--- config.mk ---
export PLATFORM = sky130hd
export DESIGN_NAME = scc_cell
export DESIGN_NICKNAME = d
export VERILOG_FILES = /design/src/rtl/scc_pkg.sv /design/src/rtl/scc_cell.sv
export SDC_FILE = /design/constraint.sdc
export NUM_CORES = 2
export LEC_CHECK = 0
export ABC_CLOCK_PERIOD_IN_PS = 16700
export BUFFER_PORTS_ARGS = -buffer_cell sky130_fd_sc_hd__buf_4
export CAP_MARGIN = 5
export CELL_PAD_IN_SITES_DETAIL_PLACEMENT = 1
export CELL_PAD_IN_SITES_GLOBAL_PLACEMENT = 1
export CORE_ASPECT_RATIO = 1.5
export CORE_MARGIN = 2
export CORE_UTILIZATION = 50
export CTS_CLUSTER_SIZE = 10
export DETAILED_ROUTE_END_ITERATION = 7
export GPL_TIMING_DRIVEN = 0
export HOLD_SLACK_MARGIN = 0.02
export PLACE_DENSITY = 0.94
export SLEW_MARGIN = 20
export SYNTH_ARGS = -nofsm -noshare
export SYNTH_HDL_FRONTEND = slang
export SYNTH_SLANG_ARGS = --single-unit
--- constraint.sdc ---
create_clock -name clk -period 16.7 [get_ports clk]
set_clock_uncertainty 0.05 [all_clocks]
set_input_delay 1.67 -clock clk [delete_from_list [all_inputs] [get_ports clk]]
set_output_delay 1.67 -clock clk [all_outputs]
set_load 0.02 [all_outputs]
--- src/rtl/scc_pkg.sv ---
// ----------------------------------------------------------------------------
// scc_pkg
// Shared types and constants of the segment crossing checker.
// ----------------------------------------------------------------------------
package scc_pkg;

  localparam int NUM_CELLS   = 4;
  localparam int CELL_STAGES = 3;
  localparam int OUT_COUNT_W = 11;

  typedef enum logic [1:0] {
    MODE_CLEAR  = 2'd0,
    MODE_APPEND = 2'd1,
    MODE_TEST   = 2'd2
  } mode_t;

  // control word that travels down the cell row beside the segment data
  typedef struct packed {
    logic                 valid;
    logic [NUM_CELLS-1:0] pos;
    logic [NUM_CELLS-1:0] neg;
  } scc_ctl_t;

endpackage

--- src/rtl/scc_cell.sv ---
// ----------------------------------------------------------------------------
// scc_cell
// One orientation cell: sign of the side of the other segment's start point
// relative to the directed line, then hands on (other swapped, line).
// ----------------------------------------------------------------------------
module scc_cell #(
  parameter int COORD_BITS = 16
) (
  input  logic                    clk,
  input  logic                    rst_n,
  input  scc_pkg::scc_ctl_t       ctl_i,
  input  logic [4*COORD_BITS-1:0] line_i,
  input  logic [4*COORD_BITS-1:0] seg_i,
  output scc_pkg::scc_ctl_t       ctl_o,
  output logic [4*COORD_BITS-1:0] line_o,
  output logic [4*COORD_BITS-1:0] seg_o
);
  import scc_pkg::*;

  localparam int W  = COORD_BITS;
  localparam int DW = W + 1;
  localparam int PW = 2 * DW;

  logic signed [W-1:0]  ax, ay, bx, by, cx, cy;
  logic signed [DW-1:0] da_nxt, db_nxt, dc_nxt, dd_nxt;
  logic signed [DW-1:0] da_r, db_r, dc_r, dd_r;
  logic signed [PW-1:0] prod1_nxt, prod2_nxt;
  logic signed [PW-1:0] prod1_r, prod2_r;
  logic [4*W-1:0]       line_a_r, seg_a_r, line_b_r, seg_b_r;
  logic [4*W-1:0]       line_r, seg_r;
  scc_ctl_t             ctl_a_r, ctl_b_r, ctl_r, ctl_nxt;

  assign ax = $signed(line_i[0*W +: W]);
  assign ay = $signed(line_i[1*W +: W]);
  assign bx = $signed(line_i[2*W +: W]);
  assign by = $signed(line_i[3*W +: W]);
  assign cx = $signed(seg_i[0*W +: W]);
  assign cy = $signed(seg_i[1*W +: W]);

  assign da_nxt = DW'(bx) - DW'(ax);
  assign db_nxt = DW'(cy) - DW'(ay);
  assign dc_nxt = DW'(by) - DW'(ay);
  assign dd_nxt = DW'(cx) - DW'(ax);

  assign prod1_nxt = PW'(da_r) * PW'(db_r);
  assign prod2_nxt = PW'(dc_r) * PW'(dd_r);

  always_comb begin
    ctl_nxt       = ctl_b_r;
    ctl_nxt.pos   = {ctl_b_r.pos[NUM_CELLS-2:0], prod1_r > prod2_r};
    ctl_nxt.neg   = {ctl_b_r.neg[NUM_CELLS-2:0], prod1_r < prod2_r};
  end

  always_ff @(posedge clk) begin
    if (!rst_n) begin
      ctl_a_r <= '0;
      ctl_b_r <= '0;
      ctl_r   <= '0;
    end else begin
      ctl_a_r <= ctl_i;
      ctl_b_r <= ctl_a_r;
      ctl_r   <= ctl_nxt;
    end
  end

  always_ff @(posedge clk) begin
    da_r     <= da_nxt;
    db_r     <= db_nxt;
    dc_r     <= dc_nxt;
    dd_r     <= dd_nxt;
    line_a_r <= line_i;
    seg_a_r  <= seg_i;
    prod1_r  <= prod1_nxt;
    prod2_r  <= prod2_nxt;
    line_b_r <= line_a_r;
    seg_b_r  <= seg_a_r;
    // other segment with its endpoints swapped becomes the next line
    line_r   <= {seg_b_r[2*W-1:0], seg_b_r[4*W-1:2*W]};
    seg_r    <= line_b_r;
  end

  assign ctl_o  = ctl_r;
  assign line_o = line_r;
  assign seg_o  = seg_r;

endmodule

==> results of run 1 <==
layer usage:
metal	overflow	track usage
met1	0	0.4409
met2	2	0.7008
met3	2	0.2654
met4	3	0.4756
met5	0	0.1060
synthesized netlist by cell type, types with 7 or more instances:
library cell	instances
sky130_fd_sc_hd__a2111oi_0	9
sky130_fd_sc_hd__a211oi_1	11
sky130_fd_sc_hd__a21o_1	32
sky130_fd_sc_hd__a21oi_1	96
sky130_fd_sc_hd__a31oi_1	7
sky130_fd_sc_hd__and2_1	314
sky130_fd_sc_hd__and3_1	9
sky130_fd_sc_hd__clkbuf_1	75
sky130_fd_sc_hd__dfxtp_1	543
sky130_fd_sc_hd__fa_1	596
sky130_fd_sc_hd__ha_1	268
sky130_fd_sc_hd__inv_1	690
sky130_fd_sc_hd__nand2_1	303
sky130_fd_sc_hd__nand2b_1	19
sky130_fd_sc_hd__nand3_1	29
sky130_fd_sc_hd__nand4_1	11
sky130_fd_sc_hd__nor2_1	98
sky130_fd_sc_hd__nor2b_1	24
sky130_fd_sc_hd__nor3_1	35
sky130_fd_sc_hd__o211ai_1	8
sky130_fd_sc_hd__o21a_1	29
sky130_fd_sc_hd__o21ai_0	30
sky130_fd_sc_hd__o21ai_1	9
sky130_fd_sc_hd__o21bai_1	7
sky130_fd_sc_hd__o31a_1	11
sky130_fd_sc_hd__or3_1	14
sky130_fd_sc_hd__xnor2_1	92
sky130_fd_sc_hd__xor2_1	21
metrics by stage:
stage,setup slack (ps),cells,utilization
CTS,8603,4741,0.5750
global placement,9221,4655,0.5476
detailed placement,8929,4655,0.5476
floorplan,10460,3460,-
cell families after synthesis:
| family | after synthesis |
|---|---|
| simple gates | 878 |
| buf+inv | 769 |
| compound gates | 292 |
| xor+xnor | 113 |
| fa+ha+maj | 864 |
| mux | 1 |
| flops | 543 |
==> Flow_metrics.wiki, run 1 <==
{| class="wikitable"
! Metric !! Value
|-
| GRT Resource Usage Total || 0.4729
|-
| Synth Warn # || 0
|-
| Synth Area in XOR/XNOR || 0.02717
|-
| Leftover overflow at the end of global routing || 7
|-
| Largest area contributor in the netlist || sky130_fd_sc_hd__fa_1
|-
| Number of global-route vias before repair || 37713
|-
| Number of sinks on the clock net || 543
|-
| Syn_area_per_cell || 10.53 um2
|-
| Arithmetic-cell share of the synthesized area counting full adders, half adders and majority gates || 0.4196
|-
| Cells resized by post-CTS repair || 0
|-
| Die X || 224.4 um
|-
| Post-CTS setup-driven buffer insertion count || 0
|-
| Maximum number of pins on one net before global-route repair || 13
|-
| Proportion of netlist area held by the largest area contributor || 0.3275
|-
| Count of flip-flops with a built-in enable after synthesis || 0
|-
| Flip-flop cell with the highest count after synthesis || sky130_fd_sc_hd__dfxtp_1
|-
| Error msg || [ERROR GRT-0116] Global routing finished with congestion. Check the congestion regions in the DRC Viewer.
|-
| Dominant combinational cell family by area after synthesis || adder cells
|-
| First-pass GRT wire length || 257.5 mm
|-
| Dpl hpwl || 105.7 mm
|-
| Post-synthesis register bit count || 543
|-
| Port buffer count || 273
|-
| Run status || did not finish
|-
| Share of the yosys chip area belonging to registers || 0.2984
|-
| Height of the die || 334.6 um
|-
| Number of buffers created by CTS || 66
|-
| Initial Utilization || 0.5034
|-
| Post-synth cell types || 61
|-
| Async set-reset flop share out of synthesis || 0
|-
| Level count of the clock H-tree || 3
|-
| Cell area after placement || 39630 um2
|-
| Mapped Cells || 3460
|-
| Mux cell area share after synthesis || 0.0002748
|-
| Biggest area contributors in the synthesized netlist || sky130_fd_sc_hd__fa_1 33%, sky130_fd_sc_hd__dfxtp_1 30%, sky130_fd_sc_hd__ha_1 9.2%
|-
| Synthesized Nets || 4463
|-
| Std-Cell Rows || 121
|-
| Clk buf depth || 3
|-
| Netlist area before placement || 36430 um2
|-
| Last stage the flow got to || global routing (5_1_grt)
|-
| Hold bufs inserted after CTS || 0
|-
| Post-synthesis compound-gate area fraction || 0.05345
|-
| Routability Congestion || 0.9850
|-
| Simple-Gate Fraction of Synth Area || 0.1218
|-
| Clock tree root driver cell || sky130_fd_sc_hd__clkbuf_16
|-
| I/O pins || 276
|}
==> inputs of run 2 (changes only) <==
==> config.mk (replaced) <==
export PLATFORM = sky130hd
export DESIGN_NAME = scc_cell
export DESIGN_NICKNAME = d
export VERILOG_FILES = /design/src/rtl/scc_pkg.sv /design/src/rtl/scc_cell.sv
export SDC_FILE = /design/constraint.sdc
export NUM_CORES = 2
export LEC_CHECK = 0
export ABC_CLOCK_PERIOD_IN_PS = 16700
export BUFFER_PORTS_ARGS = -buffer_cell sky130_fd_sc_hd__buf_4
export CAP_MARGIN = 5
export CORE_MARGIN = 2
export CORE_UTILIZATION = 35
export DETAILED_ROUTE_END_ITERATION = 7
export GPL_TIMING_DRIVEN = 0
export PLACE_DENSITY_LB_ADDON = 0.15
export SLEW_MARGIN = 20
export SYNTH_ARGS = -nofsm -noshare
export SYNTH_HDL_FRONTEND = slang
export SYNTH_SLANG_ARGS = --single-unit
==> run 2 against run 1 <==
The flow now finishes without violations. Synthesized area stayed put. Synthesized cell count did not move.
==> Flow_metrics.wiki, run 2 <==
{| class="wikitable"
! Metric !! Value
|-
| Cells resized by post-CTS repair || 0 (unchanged)
|-
| Level count of the clock H-tree || 2 (was 3)
|-
| Maximum number of pins on one net before global-route repair || 16
|-
| Share of the yosys chip area belonging to registers || 0.2984 (unchanged)
|-
| Clock Pin Slew Worst Setup and Hold Paths || 60 ps
|-
| Final setup violation count || 0
|-
| Setup TNS || 0 ps
|-
| Remaining number of nets flagged by the antenna check after routing || 0
|-
| Number of buffers created by CTS || 59 (was 66)
|-
| WL per Instance || 18.69 um
|-
| Async set-reset flop share out of synthesis || 0 (unchanged)
|-
| Relative slew margins || 0.3678
|-
| Max frequency || 133.6 MHz
|-
| Filler-free cell count of the finished design || 5224
|-
| Wire length on met2 || 44.91 mm
|-
| Post-detailed-route DRC marker count || 0
|-
| First-pass GRT wire length || 152.0 mm
|-
| Largest area contributor in the netlist || sky130_fd_sc_hd__fa_1 (unchanged)
|-
| Number of detailed-route iterations in the first pass || 6
|-
| Std-Cell Rows || 118 (was 121)
|-
| Tightest hold margin || 247.4 ps
|-
| Nature of the critical path startpoint || flop
|-
| Unrepaired setup endpoints after global routing || no
|-
| Final Critical Period || 7485 ps
|-
| Dominant cell by count in the synthesized netlist || sky130_fd_sc_hd__inv_1 (unchanged)
|-
| Most frequent cells in the layout || 690 x sky130_fd_sc_hd__inv_1, 596 x sky130_fd_sc_hd__fa_1, 543 x sky130_fd_sc_hd__dfxtp_1
|-
| Dpl hpwl || 81.51 mm (was 105.7 mm)
|-
| Max-capacitance violation count || 0
|-
| Floorplan die area || 106700 um2
|-
| Critical path data required time || 17240 ps
|-
| Final design instance area without fill || 42180 um2
|-
| Avg Vias per Cell || 4.556
|-
| Routed wl met3 || 7.300 mm
|-
| Met1 Routed Length || 42.51 mm
|-
| Startpoint-to-endpoint class of the critical path || reg -> reg
|-
| Critical path peak fanout || 10
|-
| Clock tree root driver cell || sky130_fd_sc_hd__clkbuf_16 (unchanged)
|-
| Port buffer count || 273 (unchanged)
|-
| Netlist area before placement || 36430 um2 (unchanged)
|-
| Post-synth cell types || 61 (unchanged)
|-
| Clock latency on the worst-skew pair || 660 ps
|-
| Post-synthesis register bit count || 543 (unchanged)
|-
| Period Utilization, post-route || 0.4482
|-
| Drt initial violations || 1023
|-
| Run status || finished clean (was did not finish)
|-
| Height of the die || 326.6 um (was 334.6 um)
|-
| I/O pins || 276 (unchanged)
|-
| Critical Path End Type || flop
|-
| Leftover overflow at the end of global routing || 0
|-
| Arrival @ worst endpoint || 8030 ps
|-
| Drt total wl || 97.66 mm
|-
| Initial Utilization || 0.3525 (was 0.5034)
|-
| Final-report hold violation count || 0
|-
| GRT Resource Usage Total || 0.1894
|-
| Highest routed layer || met5
|-
| Fraction of final layout cells sized beyond drive strength 1 || 0.09919
|-
| Mapped Cells || 3460 (unchanged)
|-
| Number of sinks on the clock net || 543 (unchanged)
|-
| Transition time at the pin with the least slew margin || 948.2 ps
|-
| Count of flip-flops with a built-in enable after synthesis || 0 (unchanged)
|-
| Total number of vias || 23799
|-
| Most common library cell in the layout ignoring fill and taps || sky130_fd_sc_hd__inv_1
|-
| Cell area after placement || 40200 um2 (was 39630 um2)
|-
| Post-CTS setup-driven buffer insertion count || 0 (unchanged)
|-
| Synthesized Nets || 4463 (unchanged)
|-
| Worst hold path type || reg -> reg
|-
| Number of global-route vias before repair || 25702
|-
| Hold bufs inserted after CTS || 0 (unchanged)
|-
| Proportion of netlist area held by the largest area contributor || 0.3275 (unchanged)
|-
| Fin. max-slew vios || 0
|-
| Number of antenna violations at the first check in global routing || 13
|-
| Flip-flop cell with the highest count after synthesis || sky130_fd_sc_hd__dfxtp_1 (unchanged)
|-
| Floorplan Core Area || 103300 um2
|-
| Cell count after placement || 5113 (was 4655)
|-
| Routability Congestion || 0.8655 (was 0.9850)
|-
| Synthesis-to-layout area growth || 15.79%
|-
| Biggest area contributors in the synthesized netlist || sky130_fd_sc_hd__fa_1 33%, sky130_fd_sc_hd__dfxtp_1 30%, sky130_fd_sc_hd__ha_1 9.2% (unchanged)
|-
| Most frequent cells after synthesis || 690 x sky130_fd_sc_hd__inv_1, 596 x sky130_fd_sc_hd__fa_1, 543 x sky130_fd_sc_hd__dfxtp_1 (unchanged)
|-
| Die X || 326.6 um (was 224.4 um)
|-
| Syn_area_per_cell || 10.53 um2 (unchanged)
|-
| Clk buf depth || 3 (unchanged)
|-
| Final-stage net count || 4797
|-
| CTS tree || yes
|-
| Synth Warn # || 0 (unchanged)
|}
[run 2: cell families (layout without fill, tap and decap cells)]
family,after synthesis,in the layout,share of synthesized area
compound gates,292,292,0.05345
xor+xnor,113,113,0.02717
fa+ha+maj,864,864,0.4196
buf+inv,769,1150,0.07927
flops,543,543,0.2984
mux,1,1,0.0002748
other cells,0,3,0
simple gates,878,878,0.1218
[run 2: worst max-delay path, cell delays in order (launching register included)]
cell and delay [ps]:
sky130_fd_sc_hd__dfxtp_1 630, sky130_fd_sc_hd__clkbuf_1 520, sky130_fd_sc_hd__nand2_1 190, sky130_fd_sc_hd__inv_1 170, sky130_fd_sc_hd__fa_1 570, sky130_fd_sc_hd__fa_1 930, sky130_fd_sc_hd__fa_1 530, sky130_fd_sc_hd__fa_1 540
sky130_fd_sc_hd__fa_1 510, sky130_fd_sc_hd__inv_1 50, sky130_fd_sc_hd__fa_1 470, sky130_fd_sc_hd__inv_1 40, sky130_fd_sc_hd__ha_1 160, sky130_fd_sc_hd__clkbuf_1 180, sky130_fd_sc_hd__nor4_1 270, sky130_fd_sc_hd__o21ai_0 150
sky130_fd_sc_hd__a31oi_1 230, sky130_fd_sc_hd__o21ai_0 110, sky130_fd_sc_hd__a21oi_1 360, sky130_fd_sc_hd__o211ai_1 240, sky130_fd_sc_hd__or4_1 440, sky130_fd_sc_hd__nand3_1 80
[run 2: metal layers]
| metal | up-vias | global-route usage |
|---|---|---|
| li1 | 11227 | - |
| met1 | 11787 | 0.2475 |
| met2 | 641 | 0.3093 |
| met3 | 136 | 0.04888 |
| met4 | 8 | 0.05445 |
| met5 | - | 0 |
[run 2: final timing paths]
path / to / cells past startpoint / slack (ps) / start
worst max-delay path: prod1_r[32] / 21 / 9210 / da_r[16]
worst min-delay path: line_o[42] / 0 / 250 / seg_b_r[10]
worst max register to register: prod1_r[32] / 21 / 9210 / da_r[16]
worst min register to register: line_o[42] / 0 / 250 / seg_b_r[10]
[run 2: layout make-up]
class,instances,area (um2)
Fill cell,10330,61170
Multi-Input combinational cell,2148,22670
Sequential cell,543,10870
Inverter,690,2590
Timing Repair Buffer,273,2049
Tap cell,1380,1727
Clock buffer,76,1632
Clock inverter,32,335.3
Buffer,79,297.8
Antenna cell,3,7.507
[run 2: per-stage QoR]
stage               utilization  setup WS (ps)
floorplan                     -          10460
CTS                      0.4080           9300
global route             0.4080           8661
global placement         0.3890           9362
detailed placement       0.3890           9302
finish                   0.4081           9215
Power of run 2 is left out: the tool's default activity adds up to more than one toggle a clock period on the data nets, which glitch-free logic cannot reach.
